<file path="src/sv/gbbd_pkg.sv">
// Shared types, codes and the CRC byte update for the block deframer.
`timescale 1ns / 1ps

package gbbd_pkg;

  localparam logic [15:0] CRC_POLY     = 16'h1021;
  localparam logic [15:0] HEADER_BYTES = 16'd8;

  typedef enum logic [2:0] {
    PH_HUNT1   = 3'd0,
    PH_HUNT2   = 3'd1,
    PH_HEADER  = 3'd2,
    PH_BODY    = 3'd3,
    PH_VERDICT = 3'd4
  } phase_t;

  typedef enum logic [1:0] {
    KIND_PAYLOAD = 2'd0,
    KIND_GOOD    = 2'd1,
    KIND_CRC_ERR = 2'd2,
    KIND_BAD_LEN = 2'd3
  } kind_t;

  typedef enum logic [1:0] {
    REG_SYNC_FIRST  = 2'd0,
    REG_SYNC_SECOND = 2'd1,
    REG_MAX_LENGTH  = 2'd2,
    REG_UNUSED      = 2'd3
  } reg_index_t;

  // CRC-16-CCITT, MSB first, one byte.
  function automatic logic [15:0] crc_byte(input logic [15:0] crc_in, input logic [7:0] b);
    logic [15:0] c;
    c = crc_in ^ {b, 8'h00};
    for (int i = 0; i < 8; i++) begin
      if (c[15]) begin
        c = {c[14:0], 1'b0} ^ CRC_POLY;
      end else begin
        c = {c[14:0], 1'b0};
      end
    end
    return c;
  endfunction

endpackage

</file>
<file path="src/sv/gnss_binary_block_deframer.sv">
// Sync / CRC / ID / length block deframer, one received byte per transfer.
// Results are registered: a result appears on the master side in the cycle after its byte.
// Throughput: one byte per cycle unless m_tready stalls the output; the CRC byte update,
// header compare and counters all sit between the state and output registers.
// Reset (rst, synchronous, active high): hunting the first sync byte, counters and
// CRC cleared, registers back to sync 0x24 / 0x40 and length limit 65535.
`timescale 1ns / 1ps

module gnss_binary_block_deframer import gbbd_pkg::*; (
  input  logic        clk,
  input  logic        rst,
  // input byte stream
  input  logic        s_tvalid,
  output logic        s_tready,
  input  logic [7:0]  s_tdata,   // [7:0] in_byte
  // result stream
  output logic        m_tvalid,
  input  logic        m_tready,
  // [7:0] payload_byte, [20:8] block_number, [23:21] block_revision,
  // [39:24] block_length, [55:40] good_blocks, [71:56] crc_failures
  output logic [71:0] m_tdata,
  output logic [1:0]  m_tuser,   // [1:0] kind
  // configuration writes
  input  logic        cfg_valid,
  output logic        cfg_ready,
  input  logic [1:0]  cfg_index,
  input  logic [15:0] cfg_data
);

  // configuration registers
  logic [7:0]  sync_first;
  logic [7:0]  sync_second;
  logic [15:0] max_block_length;

  // deframer state
  phase_t      phase, phase_next;
  logic [2:0]  header_position, header_position_next;
  logic [15:0] running_crc, running_crc_next;
  logic [15:0] expected_crc, expected_crc_next;
  logic [15:0] id_word, id_word_next;
  logic [15:0] length_word, length_word_next;
  logic [15:0] bytes_remaining, bytes_remaining_next;
  logic [15:0] good_count, good_count_next;
  logic [15:0] crc_error_count, crc_error_count_next;

  logic        in_fire;
  logic [7:0]  b;
  logic [15:0] crc_upd;
  logic [15:0] len_full;
  logic        len_bad;
  logic        len_header_only;
  logic        res_valid;
  kind_t       res_kind;
  logic [7:0]  res_payload;

  assign cfg_ready = 1'b1;
  // output register frees up in the same cycle it is drained
  assign s_tready  = !m_tvalid || m_tready;
  assign in_fire   = s_tvalid && s_tready;
  assign b         = s_tdata;

  assign crc_upd         = crc_byte(running_crc, b);
  assign len_full        = {b, length_word[7:0]};
  assign len_bad         = (len_full < HEADER_BYTES) || (len_full > max_block_length);
  assign len_header_only = (len_full == HEADER_BYTES);

  // next phase
  always_comb begin
    phase_next = phase;
    case (phase)
      PH_HUNT2: begin
        phase_next = (b == sync_second) ? PH_HEADER : PH_HUNT1;
      end
      PH_HEADER: begin
        case (header_position)
          3'd0, 3'd1, 3'd2, 3'd3, 3'd4: phase_next = PH_HEADER;
          3'd5: begin
            if (len_bad || len_header_only) begin
              phase_next = PH_HUNT1;
            end else begin
              phase_next = PH_BODY;
            end
          end
          default: phase_next = PH_HUNT1;
        endcase
      end
      PH_BODY: begin
        phase_next = (bytes_remaining == 16'd1) ? PH_VERDICT : PH_BODY;
      end
      // verdict byte doubles as a possible first sync byte
      default: begin
        phase_next = (b == sync_first) ? PH_HUNT2 : PH_HUNT1;
      end
    endcase
  end

  // datapath and result
  always_comb begin
    logic [15:0] crc_cmp;
    logic        do_verdict;
    header_position_next = header_position;
    running_crc_next     = running_crc;
    expected_crc_next    = expected_crc;
    id_word_next         = id_word;
    length_word_next     = length_word;
    bytes_remaining_next = bytes_remaining;
    good_count_next      = good_count;
    crc_error_count_next = crc_error_count;
    res_valid            = 1'b0;
    res_kind             = KIND_PAYLOAD;
    res_payload          = 8'h00;
    crc_cmp              = running_crc;
    do_verdict           = 1'b0;

    case (phase)
      PH_HUNT2: begin
        if (b == sync_second) begin
          header_position_next = 3'd0;
          running_crc_next     = 16'h0000;
        end
      end
      PH_HEADER: begin
        case (header_position)
          3'd0: expected_crc_next = {8'h00, b};
          3'd1: expected_crc_next = {b, expected_crc[7:0]};
          3'd2: begin
            id_word_next     = {8'h00, b};
            running_crc_next = crc_upd;
          end
          3'd3: begin
            id_word_next     = {b, id_word[7:0]};
            running_crc_next = crc_upd;
          end
          3'd4: begin
            length_word_next = {8'h00, b};
            running_crc_next = crc_upd;
          end
          3'd5: begin
            length_word_next = len_full;
            running_crc_next = crc_upd;
            if (len_bad) begin
              res_valid = 1'b1;
              res_kind  = KIND_BAD_LEN;
            end else if (len_header_only) begin
              // header-only block: verdict right on the last length byte
              crc_cmp    = crc_upd;
              do_verdict = 1'b1;
            end else begin
              bytes_remaining_next = len_full - HEADER_BYTES;
            end
          end
          default: ;
        endcase
        if (header_position < 3'd5) begin
          header_position_next = header_position + 3'd1;
        end
      end
      PH_BODY: begin
        running_crc_next     = crc_upd;
        bytes_remaining_next = bytes_remaining - 16'd1;
        res_valid            = 1'b1;
        res_kind             = KIND_PAYLOAD;
        res_payload          = b;
      end
      PH_VERDICT: begin
        do_verdict = 1'b1;
      end
      default: ;
    endcase

    if (do_verdict) begin
      res_valid = 1'b1;
      if (crc_cmp == expected_crc) begin
        res_kind = KIND_GOOD;
        if (good_count != 16'hFFFF) begin
          good_count_next = good_count + 16'd1;
        end
      end else begin
        res_kind = KIND_CRC_ERR;
        if (crc_error_count != 16'hFFFF) begin
          crc_error_count_next = crc_error_count + 16'd1;
        end
      end
    end
  end

  // configuration port
  always_ff @(posedge clk) begin
    if (rst) begin
      sync_first       <= 8'd36;
      sync_second      <= 8'd64;
      max_block_length <= 16'hFFFF;
    end else if (cfg_valid) begin
      case (cfg_index)
        REG_SYNC_FIRST:  sync_first       <= cfg_data[7:0];
        REG_SYNC_SECOND: sync_second      <= cfg_data[7:0];
        REG_MAX_LENGTH:  max_block_length <= cfg_data;
        default: ;
      endcase
    end
  end

  // state registers, advance once per accepted byte
  always_ff @(posedge clk) begin
    if (rst) begin
      phase           <= PH_HUNT1;
      header_position <= 3'd0;
      running_crc     <= 16'h0000;
      expected_crc    <= 16'h0000;
      id_word         <= 16'h0000;
      length_word     <= 16'h0000;
      bytes_remaining <= 16'h0000;
      good_count      <= 16'h0000;
      crc_error_count <= 16'h0000;
    end else if (in_fire) begin
      phase           <= phase_next;
      header_position <= header_position_next;
      running_crc     <= running_crc_next;
      expected_crc    <= expected_crc_next;
      id_word         <= id_word_next;
      length_word     <= length_word_next;
      bytes_remaining <= bytes_remaining_next;
      good_count      <= good_count_next;
      crc_error_count <= crc_error_count_next;
    end
  end

  // output register
  always_ff @(posedge clk) begin
    if (rst) begin
      m_tvalid <= 1'b0;
    end else if (in_fire) begin
      m_tvalid <= res_valid;
    end else if (m_tready) begin
      m_tvalid <= 1'b0;
    end
  end

  always_ff @(posedge clk) begin
    if (in_fire) begin
      m_tuser <= res_kind;
      m_tdata <= {crc_error_count_next, good_count_next, length_word_next,
                  id_word_next[15:13], id_word_next[12:0], res_payload};
    end
  end

endmodule

</file>
<file path="config.mk">
export PLATFORM = sky130hd
export DESIGN_NAME = gnss_binary_block_deframer
export DESIGN_NICKNAME = d
export VERILOG_FILES = /design/src/sv/gbbd_pkg.sv /design/src/sv/gnss_binary_block_deframer.sv
export SDC_FILE = /design/constraint.sdc
export NUM_CORES = 1
export LEC_CHECK = 0
export BUFFER_PORTS_ARGS = -buffer_cell sky130_fd_sc_hd__buf_2
export CAP_MARGIN = 40
export CORE_ASPECT_RATIO = 0.8
export CORE_MARGIN = 1.5
export CORE_UTILIZATION = 30
export CTS_CLUSTER_SIZE = 12
export DETAILED_ROUTE_END_ITERATION = 8
export PLACE_DENSITY_LB_ADDON = 0.25
export SETUP_SLACK_MARGIN = 0.3
export SLEW_MARGIN = 20
export SYNTH_ARGS = -nofsm -noshare
export SYNTH_HDL_FRONTEND = slang
export SYNTH_SLANG_ARGS = --single-unit
export TNS_END_PERCENT = 100
</file>
<file path="constraint.sdc">
create_clock -name clk -period 5.75 [get_ports clk]
set_input_delay 0.8625 -clock clk [delete_from_list [all_inputs] [get_ports clk]]
set_output_delay 0.8625 -clock clk [all_outputs]
set_load 0.005 [all_outputs]
</file>
; Word level (Yosys, flattened, before mapping)
; Cells that the tools add are included.
[totals]
regBits = 225
output_inout_bits = 77
wordCells = 135
input_bits = 31
[op_classes]
bitwise_logic = 10
reduce_logical = 22
magnitude_cmp = 3
n_addsub = 5
eq_ne = 24
n_mux = 54
[op_table]
columns = cell, count
row1 = 16-bit two-way mux, 17
row2 = 16-bit one-hot mux with 2 select lines, 4
row3 = 13-bit two-way mux, 8
row4 = 16-bit one-hot mux with 3 select lines, 1
row5 = 16-bit by 1-bit adder with 16-bit output (second input constant), 2
row6 = 16-bit inequality test (second input constant), 2
row7 = 3-bit inverter, 8
row8 = 16-bit by 1-bit == test with 1-bit output (second input constant), 1
row9 = 16-bit == test, 1
row10 = 16-bit by 4-bit == test with 1-bit output (second input constant), 1
row11 = 8-bit == test, 2
row12 = 16-bit > comparator, 1
row13 = 16-bit by 4-bit < comparator with 1-bit output (second input constant), 1
row14 = 16-bit by 1-bit subtractor with 16-bit output (second input constant), 1
row15 = 16-bit by 4-bit subtractor with 16-bit output (second input constant), 1
row16 = 16-bit bitwise XOR, 1
row17 = 2-bit two-way mux, 7
row18 = 3-bit by 2-bit == test with 1-bit output (second input constant), 4
row19 = 4-bit AND reduction, 3
row20 = 2-bit inequality test (second input constant), 5
row21 = 3-bit == test (second input constant), 3
row22 = 1-bit two-way mux, 9
row23 = 3-bit two-way mux, 3
row24 = 3-bit one-hot mux with 3 select lines, 1
row25 = other kinds (22), 31

; Longest topological paths before layout
; Gate-level depths: netlist (run 1).
[depth]
depth_word = 24
depth_mapped = 14
depth_no_buf = 11

; Least setup slack after synthesis (run 1)
; No wires, ideal clock.
[synth_timing]
path_type = input-to-reg
from = in m_tready
to = reg m_tdata[0], enable pin
path_stages = 5
slack_ps = 1594
arrival_ps = 3690
setup_time_ps = 467
path_buffers = 2
cell_sequence = nand2b_1 -> nand2_1 -> inv_1 -> clkbuf_1 -> buf_1
[synth_between]
elab_chain_len = 2
[synth_rtl]
columns = element, line
row1 = from (decl), gnss_binary_block_deframer.sv:18  ; input logic m_tready,
row2 = 1-bit logical OR, gnss_binary_block_deframer.sv:58  ; assign s_tready = !m_tvalid || m_tready;
row3 = 1-bit logical AND, gnss_binary_block_deframer.sv:59  ; assign in_fire = s_tvalid && s_tready;
row4 = named net in_fire, gnss_binary_block_deframer.sv:46  ; logic in_fire;
row5 = to (signal assigned), gnss_binary_block_deframer.sv:242  ; m_tdata <= {crc_error_count_next, good_count_next, length_word_next,
row6 = to (decl), gnss_binary_block_deframer.sv:21  ; output logic [71:0] m_tdata,
; The timed path passes the listed nets, and every way through them passes these cells.
; A chain may end at the register's enable or synchronous reset.

; Final worst setup path (run 1)
[layout_timing]
from = in s_tdata[6]
to = reg m_tdata[57] (data pin)
[layout_between]
elab_chain_len = 16
[layout_rtl]
columns = element, line
row1 = from (decl), gnss_binary_block_deframer.sv:15  ; input logic [7:0] s_tdata,
row2 = 16-bit bitwise XOR, gbbd_pkg.sv:34  ; c = crc_in ^ {b, 8'h00};
row3 = 13-bit two-way mux (5 in series), gbbd_pkg.sv:36  ; if (c[15]) begin
row4 = 3-bit inverter (no source line), --
row5 = 13-bit two-way mux (2 in series), gbbd_pkg.sv:36
row6 = 16-bit two-way mux, gnss_binary_block_deframer.sv:144  ; end else if (len_header_only) begin
row7 = 16-bit two-way mux, gnss_binary_block_deframer.sv:141  ; if (len_bad) begin
row8 = 16-bit two-way mux, gnss_binary_block_deframer.sv:123  ; case (header_position)
row9 = 16-bit two-way mux, gnss_binary_block_deframer.sv:115  ; case (phase)
row10 = 16-bit == test, gnss_binary_block_deframer.sv:173  ; if (crc_cmp == expected_crc) begin
row11 = 16-bit two-way mux, gnss_binary_block_deframer.sv:173
row12 = 16-bit two-way mux *, gnss_binary_block_deframer.sv:171  ; if (do_verdict) begin
row13 = named net crc_error_count_next[1], gnss_binary_block_deframer.sv:44  ; logic [15:0] crc_error_count, crc_error_count_next;
; Mark *: on every way through the listed nets, which the timed path passes. The rest lies on a longest branch.

==> flow_summary.ini, run 1 <==
[status]
status = finished clean

[sta]
setup_tns_ns = 0
worstMarginPinSlew_ns = 0.8616
final.min_clock_period_ns = 4.133
slew_headroom = 0.4183
period_share = 0.7188
rsz0062_at_grt = no
slew_violations = 0
setup_viol = 0
clock_skew_ns = 0.02350
hold_viol = 0
fmax_ghz = 0.2420

[synth]
synth_cell_type_count = 67
synth.top_cell.area_share = 0.2586
synth_area_leaders = dfxtp_1, edfxtp_1, nand2_1
synthArstFlopShare = 0
syn_area_mm2 = 0.01169
yosysSeqAreaShare = 0.4486
syn-num-nets = 1378
syn_area_per_cell_um2 = 8.884
synth_cells = 1316
synth-edff-count = 74
ys_ff_latch = 225
yosys_warnings = 0
ys.flop_type = dfxtp_1
yosys.area.top_type = dfxtp_1

[power_and_ir_drop]
peakVddDrop_mv = 0.2055
p_leak_nw = 5.281
power_mw = 3.631
p_per_area_mw_per_mm2 = 269.7

[floorplan]
rows = 64
io-pin-count = 108
core_mm2 = 0.03836
die_x_um = 223.7
die_h_um = 179.6
dieArea_mm2 = 0.04017
start_util = 0.3048

[clocking]
cts_resized = 0
clock_path_buffers = 3
tritoncts = built
numCtsBuffers = 26
cts_setup_buffers = 0
clock_sinks = 225
cts.clk_slew.worst_paths_ns = 0.06
cts_root_buf = clkbuf_16
clock_latency_ns = 0.55
hold_buffers = 0
htree_levels = 1

[critical_path]
start_kind = input pin
critical_path.most_common_cell = and3_1
end_kind = flop
arrival_ns = 4.43
crit_type = input pin to flop
max_stage_delay_ns = 0.56
path_max_fanout = 52
critical_path.slowest_cell = a2111oi_0
cp.required_ns = 6.05
cp_cell_sequence = buf_2 -> ha_1 -> o21ai_0 -> nor2_1 -> a2111oi_0 -> and3_1 -> mux2_2 -> and3_1 -> and3_1 -> buf_12 -> nor3_2 -> mux2_2

[global_route]
grt_pass1_wl_um = 50690
overflow = 0
grt_pass1_vias = 8863
grtUsageTotal = 0.1570
grt_max_degree = 66
grt_antenna_before_repair = 1

[placed_design]
placed_cells = 1845
dp_hpwl_um = 22210
gp_congestion = 0.8642
io_buffer_count = 106

[cells_and_area]
num-fill-cells = 4012
layout_commonest_cell = nand2_1
num_antenna_cells = 0
regArea_mm2 = 0.005245
final_nets = 1440
stdcell_count = 1893
layout-drive-gt1-share = 0.1416
final_cell_mix = nand2_1, dfxtp_1, nor2_1
multiInputGateArea_mm2 = 0.005902
area_delta_synth_final_pct = 15.15

[route]
drt-initial-drc-count = 959
num_vias = 9693
drt-total-wl_um = 32220
remaining_drc_errors = 0
final_antenna_net_count = 0
first_pass_iters = 5
vias_per_cell = 5.120
wl_per_cell_um = 17.02

[min_path]
hp-class = flop to flop

[run]
maxCapViolCount = 0
cells by family after synthesis:
family / count (synthesis) / synth area share
buffers and inverters: 127 / 0.04709
other: 1 / 0.0003208
flip-flops: 225 / 0.4486
adder cells (fa/ha/maj): 31 / 0.03318
multiplexers: 28 / 0.02536
AND/OR/NAND/NOR: 553 / 0.2281
XOR/XNOR: 96 / 0.08037
AO/OA/AOI/OAI: 255 / 0.1370
power breakdown:
group          total [mW]  switching (mW)  internal, mW
sequential           1.69          0.0179          1.67
clock                1.64           0.688         0.957
combinational       0.296           0.200        0.0966
total                3.63           0.905          2.73
worst max-delay path: cells and delay by family:
kind            cells  cell delay, ns
compound gates      2            0.84
fa+ha+maj           1            0.32
buf+inv             2            0.54
mux                 2            0.73
simple gates        5            1.11
per-layer routing:
layer | vias up | GRT usage | wire length [µm]
met1 | 4576 | 0.2414 | 16510
met5 | - | 0 | 0
met4 | 0 | 0.02865 | 448
met3 | 39 | 0.02958 | 2052
li1 | 4789 | - | -
met2 | 289 | 0.2272 | 13210
layout make-up:
class / count / area share
clock buffers: 42 / 0.05948
clock inverters: 6 / 0.004089
inverters: 36 / 0.01022
multi-input cells: 964 / 0.4384
flip-flops and latches: 225 / 0.3896
well taps: 495 / 0.04600
repair buffers: 125 / 0.05223
state kept, by name, indices dropped and copies added, names as in the netlist:
name and count:
id_word 16, expected_crc 16, length_word 16, sync_first 8, good_count 16, phase 3, m_tdata 72, m_tvalid 1
running_crc 16, m_tuser 2, sync_second 8, max_block_length 16, crc_error_count 16, bytes_remaining 16, header_position 3
stage by stage:
stage          worst slack (ns)  hold WS, ns  utilization  instance area, µm²
2_1_floorplan             1.594       0.4366            -               11690
4_1_cts                   1.713       0.4546       0.3510               13460
3_3_place_gp              1.256       0.4416       0.3279               12580
6_report                  1.617       0.4575       0.3510               13460
3_5_place_dp              1.142       0.4465       0.3287               12610
5_1_grt                   1.318       0.4762       0.3510               13460
path summary, 6_finish.rpt:
check	slack, ns	endpoint	depth (start not counted)	startpoint
worst min register to register	0.46	id_word[12]	2	id_word[12]
worst max register to register	1.72	good_count[6]	12	header_position[1]
worst min-delay path	0.46	id_word[12]	2	id_word[12]
worst max-delay path	1.62	m_tdata[57]	12	s_tdata[6]
cells in the mapped netlist, types with 27 or more instances:
| cell | count |
|---|---|
| nand2_1 | 169 |
| dfxtp_1 | 151 |
| a21oi_1 | 111 |
| clkbuf_1 | 69 |
| xor2_1 | 40 |
| xnor2_1 | 49 |
| nor2_1 | 119 |
| nand3_1 | 68 |
| inv_1 | 36 |
| edfxtp_1 | 74 |
| and3_1 | 27 |
| ha_1 | 31 |
| o21ai_0 | 42 |
| nor3_1 | 47 |
Power figures use the tool's default switching activity.
==> run 2: changes to the inputs <==
clock period = 3.81 ns   (was 5.75 ns; I/O delays follow)
==> run 2 against run 1 <==
Compared with the run above: die area stayed put; core utilization is 2.2 points higher; first-iteration DRC count is 24% lower; power is 54% higher; sequential share of layout area is 2.3 points lower.
==> flow_summary.ini, run 2 (synthesized netlist as in run 1, its figures left out) <==
[status]
status = finished clean

[critical_path]
timing.rr.start = length_word[1]
setup.worst_path.start = length_word[1]
worst-r2r-setup-slack_ns = 0.31
start_kind = flop
cp.required_ns = 4.12
path_max_fanout = 5
cp_num_cells = 11
r2r_cells = 11
crit_buf_inv = 2
worstReg2RegEnd = m_tdata[57]
critical_path.slowest_cell = or4_4
cp_cell_sequence = or3_4 -> or4_4 -> a2111oi_4 -> a32oi_4 -> and3b_2 -> nor4_4 -> buf_4 -> and3_4 -> buf_12 -> nor3_4 -> mux2_4
cpLargestDelayFamily = simple AND/OR/NAND/NOR gates
arrival_ns = 3.81
max_stage_delay_ns = 0.54
endpoint = m_tdata[57]
end_kind = flop
crit_type = flop to flop

[power_and_ir_drop]
pwr-share-seq = 0.455
peakVddDrop_mv = 0.3291
power_switching_mw = 1.391
p_int_mw = 4.199
clockPowerShare = 0.444
p_per_area_mw_per_mm2 = 390.4
swShare = 0.2488
power_frac_comb = 0.101
p_leak_nw = 5.709

[route]
drt-total-wl_um = 33730
first_pass_iters = 7
remaining_drc_errors = 0
final_antenna_net_count = 0
num_vias = 10000
vias_per_cell = 5.081
wl_per_cell_um = 17.14
drt-initial-drc-count = 725

[placed_design]
gp_congestion = 0.8498
dp_hpwl_um = 23770
placed_cells = 1913
io_buffer_count = 106
dp_slack_ns = -0.2586

[global_route]
use_met2 = 0.2369
grt_max_degree = 82
grt_antenna_before_repair = 0
overflow = 0
grt_pass1_vias = 9444
grt.busiest_layer = met1
use_met3 = 0.02942
grt_pass1_wl_um = 53100
grtUsageTotal = 0.1644
met1_usage = 0.2537

[clocking]
cts_root_buf = clkbuf_16
clock_sinks = 225
numCtsBuffers = 26
cts.clk_slew.worst_paths_ns = 0.06
clock_latency_ns = 0.56
htree_levels = 1
tritoncts = built
clock_path_buffers = 3

[sta]
hold_viol = 0
slew_violations = 0
worstMarginPinSlew_ns = 0.7647
slew_headroom = 0.4855
final.min_clock_period_ns = 3.504
clock_skew_ns = 0.01548
fmax_ghz = 0.2854
setup_ws_ns = 0.3065
setup_viol = 0
rsz0062_at_grt = yes
period_share = 0.9196

[cells_and_area]
stdcell_count = 1968
num_antenna_cells = 0
final_cell_mix = nand2_1, dfxtp_1, nor2_1
layout_commonest_cell = nand2_1
num-fill-cells = 3881
final_nets = 1515
area_delta_synth_final_pct = 22.46
layout-drive-gt1-share = 0.2105
largest-register = m_tdata
largest_register_ffs = 72

[floorplan]
start_util = 0.3048
die_h_um = 179.6
rows = 64
dieArea_mm2 = 0.04017
die_x_um = 223.7
core_mm2 = 0.03836
io-pin-count = 108

[run]
maxCapViolCount = 0

[min_path]
hp-class = input pin to flop
[run 2: metrics by stage]
| step | area, µm² | utilization | power, mW | TNS (ns) | hold slack, ns |
|---|---|---|---|---|---|
| after floorplan | 11710 | - | 2.914 | 0 | 0.4366 |
| after global placement | 13130 | 0.3422 | 3.112 | -7.914 | 0.4419 |
| after detailed placement | 13160 | 0.3430 | 3.119 | -9.086 | 0.4465 |
| after CTS | 14020 | 0.3656 | 5.618 | 0 | 0.2014 |
| after global routing | 14320 | 0.3733 | 5.816 | 0 | 0.2042 |
| final | 14320 | 0.3733 | 5.590 | 0 | 0.2220 |
[run 2: worst min-delay path by stage]
stage                          startpoint                   end  slack, ns  cells after the start
after floorplan               id_word[10]           id_word[10]       0.44                      2
after global placement        id_word[11]           id_word[11]       0.44                      2
after detailed placement  length_word[11]       length_word[11]       0.45                      2
after CTS                    cfg_data[12]  max_block_length[12]       0.20                      2
after global routing         cfg_data[15]  max_block_length[15]       0.20                      2
final                        cfg_data[12]  max_block_length[12]       0.22                      2
[run 2: cell type report]
cell class                 instances  area, µm²  area share
sequential                       225       5250      0.3667
tap                              495      619.3     0.04326
timing repair buffer             199       1320     0.09220
clock inverter                     6      41.29    0.002884
clock buffer                      42      812.0     0.05672
multi-input combinational        965       6137      0.4286
inverter                          36      137.6    0.009613
[run 2: worst reg2reg max path: stages (launching register included)]
cell	delay [ns]
dfxtp_4	0.35
or3_4	0.36
or4_4	0.54
a2111oi_4	0.36
a32oi_4	0.19
and3b_2	0.26
nor4_4	0.25
buf_4	0.18
and3_4	0.28
buf_12	0.13
nor3_4	0.04
mux2_4	0.31
[run 2: power by group through the flow]
stage	logic, mW	registers [mW]	clock network [mW]
floorplan	0.316	2.60	0
finish	0.562	2.55	2.48
CTS	0.525	2.55	2.55
global placement	0.514	2.60	0
detailed placement	0.521	2.60	0
global route	0.610	2.55	2.66
[run 2: metal layers]
layer	vias to the layer above	wire length, µm
met3	37	1944
met1	4759	17360
met2	262	13920
met4	0	508
li1	4942	-
met5	-	0
[run 2: repair_timing]
item,CTS,global route
hold buffers,0,0
resized for setup,4,46
setup buffers,0,5
cloned,0,1
endpoints found under the setup margin,59,61
endpoints found under the hold margin,0,0
pin swaps,0,19
